`src/design/sst_pkg.sv`:
```
// Package for the sorted span table: command and status codes, operation class type.
// No dependencies.
package sst_pkg;

    localparam logic [2:0] CMD_INSERT = 3'd0;
    localparam logic [2:0] CMD_LOOKUP = 3'd1;
    localparam logic [2:0] CMD_NEXT   = 3'd2;
    localparam logic [2:0] CMD_PREV   = 3'd3;
    localparam logic [2:0] CMD_CLEAR  = 3'd4;

    localparam logic [1:0] ST_OK    = 2'd0;
    localparam logic [1:0] ST_NONE  = 2'd1;
    localparam logic [1:0] ST_FULL  = 2'd2;

    localparam int TAG_BITS  = 16;
    localparam int SLOT_BITS = 8;

    // Operation class decided by the front end.
    typedef enum logic [2:0] {
        OP_INSERT = 3'd0,
        OP_LOOKUP = 3'd1,
        OP_NEXT   = 3'd2,
        OP_PREV   = 3'd3,
        OP_CLEAR  = 3'd4,
        OP_BAD    = 3'd5
    } t_op;

endpackage

```
`src/design/sst_front.sv`:
```
// Front end of the sorted span table: takes commands, classifies them and
// holds them in a two-entry queue for the back end. Uses sst_pkg.
module sst_front import sst_pkg::*; #(
    parameter int LINE_BITS   = 16,
    parameter int COLUMN_BITS = 12
) (
    input  logic                    i_clk,
    input  logic                    i_rst_n,
    input  logic                    i_take,
    input  logic [2:0]              i_cmd,
    input  logic [LINE_BITS-1:0]    i_line,
    input  logic [COLUMN_BITS-1:0]  i_column,
    input  logic [LINE_BITS-1:0]    i_stop_line,
    input  logic [COLUMN_BITS-1:0]  i_stop_column,
    input  logic [TAG_BITS-1:0]     i_tag,
    output logic                    o_full,
    output logic                    o_valid,
    input  logic                    i_pop,
    output logic [2:0]              o_op,
    output logic [LINE_BITS-1:0]    o_line,
    output logic [COLUMN_BITS-1:0]  o_column,
    output logic [LINE_BITS-1:0]    o_stop_line,
    output logic [COLUMN_BITS-1:0]  o_stop_column,
    output logic [TAG_BITS-1:0]     o_tag
);
    localparam int EW = 3 + 2*LINE_BITS + 2*COLUMN_BITS + TAG_BITS;

    logic [EW-1:0] r_q [2];
    logic          r_rd, r_wr;
    logic [1:0]    r_cnt;
    t_op           w_op;

    always_comb begin
        case (i_cmd)
            CMD_INSERT: w_op = OP_INSERT;
            CMD_LOOKUP: w_op = OP_LOOKUP;
            CMD_NEXT:   w_op = OP_NEXT;
            CMD_PREV:   w_op = OP_PREV;
            CMD_CLEAR:  w_op = OP_CLEAR;
            default:    w_op = OP_BAD;
        endcase
    end

    always_ff @(posedge i_clk) begin
        if (i_take) begin
            r_q[r_wr] <= {w_op, i_line, i_column, i_stop_line, i_stop_column, i_tag};
        end
    end

    always_ff @(posedge i_clk) begin
        if (!i_rst_n) begin
            r_rd  <= 1'b0;
            r_wr  <= 1'b0;
            r_cnt <= 2'd0;
        end else begin
            if (i_take) r_wr <= ~r_wr;
            if (i_pop)  r_rd <= ~r_rd;
            r_cnt <= r_cnt + {1'b0, i_take} - {1'b0, i_pop};
        end
    end

    assign o_full  = (r_cnt == 2'd2);
    assign o_valid = (r_cnt != 2'd0);
    assign {o_op, o_line, o_column, o_stop_line, o_stop_column, o_tag} = r_q[r_rd];
endmodule

```
`config.mk`:
```
export PLATFORM = sky130hd
export DESIGN_NAME = sst_front
export DESIGN_NICKNAME = d
export VERILOG_FILES = /design/src/design/sst_pkg.sv /design/src/design/sst_front.sv
export SDC_FILE = /design/constraint.sdc
export NUM_CORES = 1
export LEC_CHECK = 0
export ABC_AREA = 1
export BUFFER_PORTS_ARGS = -buffer_cell sky130_fd_sc_hd__buf_2
export CORE_AREA = 2 2 157 159
export DETAILED_ROUTE_END_ITERATION = 8
export DIE_AREA = 0 0 159 161
export GPL_TIMING_DRIVEN = 0
export SETUP_SLACK_MARGIN = 0.3
export SYNTH_ARGS = -nofsm -noshare
export SYNTH_HDL_FRONTEND = slang
export SYNTH_SLANG_ARGS = --single-unit
```
`constraint.sdc`:
```
create_clock -name i_clk -period 5 [get_ports i_clk]
set_input_delay 1.5 -clock i_clk [delete_from_list [all_inputs] [get_ports i_clk]]
set_output_delay 1.5 -clock i_clk [all_outputs]
set_load 0.005 [all_outputs]
```
---- After elaboration in Yosys (flattened, before gate mapping) ----
Memory sizes are Yosys's and may differ from the RTL's. A register that Yosys moved wholly into a read port is not among the register bits.
Index checks and enable logic that the tools add are counted.
storage, ports and cells
  flip-flop bits (word level) ............. 4
  latch bits .............................. 0
  bits in writable memories ............... 150
  bits in read-only memories .............. 0
  input bits .............................. 79
  output and inout bits ................... 77
  word-level logic and storage cells ...... 20
  memories ................................ 1
cells by class
  add/sub/neg operators ................... 2
  multipliers ............................. 0
  div/mod/pow operators ................... 0
  magnitude comparators ................... 0
  equality and inequality tests ........... 5
  shifts and indexed selects .............. 0
  mux-type cells .......................... 5
  bitwise logic cells ..................... 2
  reductions and logical operators ........ 2
memory list
  memory  words  width  rd ports  clocked after memory_dff  write ports  line             RTL
  r_q     2      75     1         1                         1            sst_front.sv:28  logic [EW-1:0] r_q [2];
operators with widths
  cell                  number
  $pmux W3 S5           1
  $eq A3 B2 Y1 const B  2
  $mux W1               4
  $eq A3 B1 Y1 const B  1
  $eq A3 B3 Y1 const B  1
  $logic_not A3 Y1      1
  $add A2 B1 Y2         1
  $eq A2 B2 Y1 const B  1
  $not A1 Y1            2
  $reduce_bool A2 Y1    1
  $sub A2 B1 Y2         1

---- Logic depth before layout (Yosys ltp) ----
  depth in word-level cells ............... 3
  mapped depth ............................ 7
  depth with buffers taken out ............ 7

---- Worst setup path before layout ----
OpenSTA, ideal clock, no wires.
  path type ............................... input -> register
  from .................................... in i_take
  to ...................................... mem r_q[0][0] (netlist bit) (enable)
  library setup time ...................... 0.511 ns
  arrival ................................. 4.683 ns
  required time ........................... 4.489 ns
  path slack .............................. -0.194 ns
  cell stages on the path ................. 2
  path buffers ............................ 0
  cell sequence ........................... inv_1 nor2_1
between the ends
  longest elaborated chain between the ends .. 2
ends and longest elaborated chain
  what                           line             RTL
  start: declaration             sst_front.sv:9   input logic i_take,
  $mux W1                        sst_front.sv:45  if (i_take) begin
  $mux W1 (not written as such)  sst_front.sv:46  r_q[r_wr] <= {w_op, i_line, i_column, i_stop_line, i_stop_column, i_tag};
  end: declaration               sst_front.sv:28
Every way passes these cells.

==> impl_metrics.ini <==
[route]
final_antenna_net_count = 0
first_pass_iters = 4
routed_via_density = 3.81
route.detailed.wl_per_inst_um = 14.5
routed_wl_um = 11400
drt_iter0_markers = 120
dr_total_vias = 2987
drc_errors = 0

[yosys]
synth_top_cell_area_share_pct = 76.9
syn_avg_cell_area_um2 = 21.7
synthTopCellsByCount = edfxtp_1, mux2_4, mux2_2
synth-edff-count = 150
synthCells = 270
yosysTopAreaCell = edfxtp_1
yosysWarnings = 0
syn-cell-area_um2 = 5860
ys_types = 14
async_reset_ff_share_pct = 0
synthFlopType = edfxtp_1
synth_fp_nets = 351
ys_seq_elements = 155
ys_seq_area_share_pct = 78.6
yosysMostFrequentCell = edfxtp_1
ys_top_cells_by_area = edfxtp_1, mux2_4, mux2_2

[flow_run]
drv_cap = 0

[min_path]
hp-class = reg2reg
min_from = r_rd
hold_path_depth = 2

[final_layout]
layout-drive-gt1-share_pct = 59.0
fin_area_um2 = 7650
final_nets = 528
areaGrowthSynthToFinish_pct = 30.6
finalCoreUtilization_pct = 31.9

[sta]
hold_viol_final = 0
finalCritPeriodShare_pct = 62.7
maxSlewViolCount = 0
fin_crit_ns = 3.13
rsz0062_at_grt = no
worst_pin_slew_ns = 0.879
clock_skew_ns = 0.0100
setup_viol = 0
finalSetupTns_ns = 0
timing.slew.headroom_pct = 41.3
max_freq_mhz = 319
hold_ws_ns = 0.513

[grt]
gr-total-overflow = 0
antenna_found_initial = 1
grt_pass1_wl_um = 17200
busiest_layer = met2
use_met2_pct = 14.7
grt_max_degree = 49
track_usage_pct = 8.92
gr-usage-met1_pct = 10.4
grtUsageMet3_pct = 3.78
grt_pass1_vias = 3245

[critical_path]
arrival_ns = 1.63
timing.critical_path.buf_inv = 3
start_kind = flip-flop
cp.depth = 4
crit_path_max_incr_delay_ns = 0.35
crit_top_cell = buf_6
setup.worst_path.end_class = primary output
criticalPathCategory = reg2out
reg2reg_depth = 2
cp_cell_sequence = buf_6 -> buf_6 -> mux2_4 -> buf_2
rrSetupSlack_ns = 3.34
required_ns = 3.50
path_max_fanout = 10
cp_top_family = buffers and inverters
rr_startpoint = r_wr
r2r_end = r_q[0][35]
crit_slowest_cell = dfxtp_1

[power_and_ir_drop]
power_uw = 2970
p_sw_uw = 635
leakagePower_uw = 0.00297
internal-power_uw = 2330
combPwrFrac_pct = 9.7
power_density_nw_per_um2 = 388
netSwitchingFraction_pct = 21.4
vdd_ir_drop_max_v = 0.000187
clock_power_share_pct = 39.1
p_seq_share_pct = 51.2

[placement]
port_buffers = 155
gp_congestion = 0.716
placed_area_um2 = 7120
hpwl_um = 7860

[clocking]
h-tree-depth = 4
cts_tree = built
clkSinkCount = 155
clock_latency_ns = 0.41
post_cts_buffers = 0
ctsLongestPathBuffers = 2
path_clk_slew_ns = 0.06
ctsHoldBuffers = 0
numCtsBuffers = 17
cts-resized-gates = 0
root_buffer = clkbuf_16

[floorplan]
initial_core_util_pct = 24.4
io_pins = 156
dieArea_um2 = 25600
die_x_um = 159
fp.dieH_um = 161
fp.coreArea_um2 = 24000
num_rows = 57

[status]
status = finished clean
==> final cells by class <==
cell class | count | area [um^2]
Multi-Input combinational cell | 98 | 1150
Buffer | 9 | 81.3
Tap cell | 324 | 405
Timing Repair Buffer | 158 | 843
Fill cell | 2374 | 16300
Clock inverter | 13 | 105
Sequential cell | 155 | 4600
Inverter | 8 | 32.5
Antenna cell | 1 | 2.50
Clock buffer | 18 | 429
==> stage by stage <==
step / cells / setup slack, ns
5_1_grt: 783 / 1.73
6_report: 784 / 1.87
4_1_cts: 783 / 1.77
2_1_floorplan: 270 / 1.11
3_5_place_dp: 752 / 1.94
3_3_place_gp: 749 / -0.281
==> cell families after synthesis <==
family	Yosys count	synth area share, %
flip-flops	155	78.6
multiplexers	75	17.6
AND/OR/NAND/NOR	19	1.24
buffers and inverters	17	1.90
AO/OA/AOI/OAI	2	0.214
adder cells (fa/ha/maj)	2	0.427
==> power by group through the flow <==
| stage | Combinational, uW | Clock (uW) | Sequential (uW) |
|---|---|---|---|
| floorplan | 157 | 0 | 1550 |
| global placement | 278 | 0 | 1550 |
| detailed placement | 296 | 0 | 1550 |
| CTS | 297 | 1220 | 1520 |
| global route | 315 | 1270 | 1530 |
| finish | 287 | 1160 | 1520 |
==> state kept, by name, summed over array words and instances (netlist names), named ones only <==
register,count
r_rd,1
r_q,150
r_wr,1
r_cnt,2
==> layout by cell type (no fill, tap or decap) <==
master,count
inv_1,7
mux2_4,50
clkinv_2,4
buf_6,6
clkbuf_16,17
buf_12,2
nor2_4,1
edfxtp_1,150
a21o_1,1
dfxtp_1,5
clkinv_1,2
clkinvlp_4,4
nand2_1,9
buf_16,1
clkbuf_1,2
nand3_1,1
inv_4,1
nor2_1,8
diode_2,1
a21oi_1,1
buf_2,157
ha_1,2
bufinv_16,1
mux2_2,25
clkinv_4,2
==> worst min-delay path: cells and delay by family, from the launching register on <==
kind | cells | cell delay (ns)
flip-flops | 1 | 0.33
AND/OR/NAND/NOR | 2 | 0.15
==> worst max path at each step <==
stage          slack (ns)              to      start
3_5_place_dp         1.94      r_q[0][57]     i_take
6_report             1.87  o_stop_line[3]  flip-flop
2_1_floorplan        1.11       r_q[0][0]     i_take
3_3_place_gp        -0.28      r_q[0][57]     i_take
5_1_grt              1.73  o_stop_line[3]  flip-flop
4_1_cts              1.77  o_stop_line[3]  flip-flop
==> metal layers <==
layer / up-vias / routed length [um]
met5: - / 0
met4: 0 / 93
met3: 5 / 726
met2: 109 / 5610
met1: 1477 / 4930
li1: 1396 / -
(Power assumes the default switching activity.)
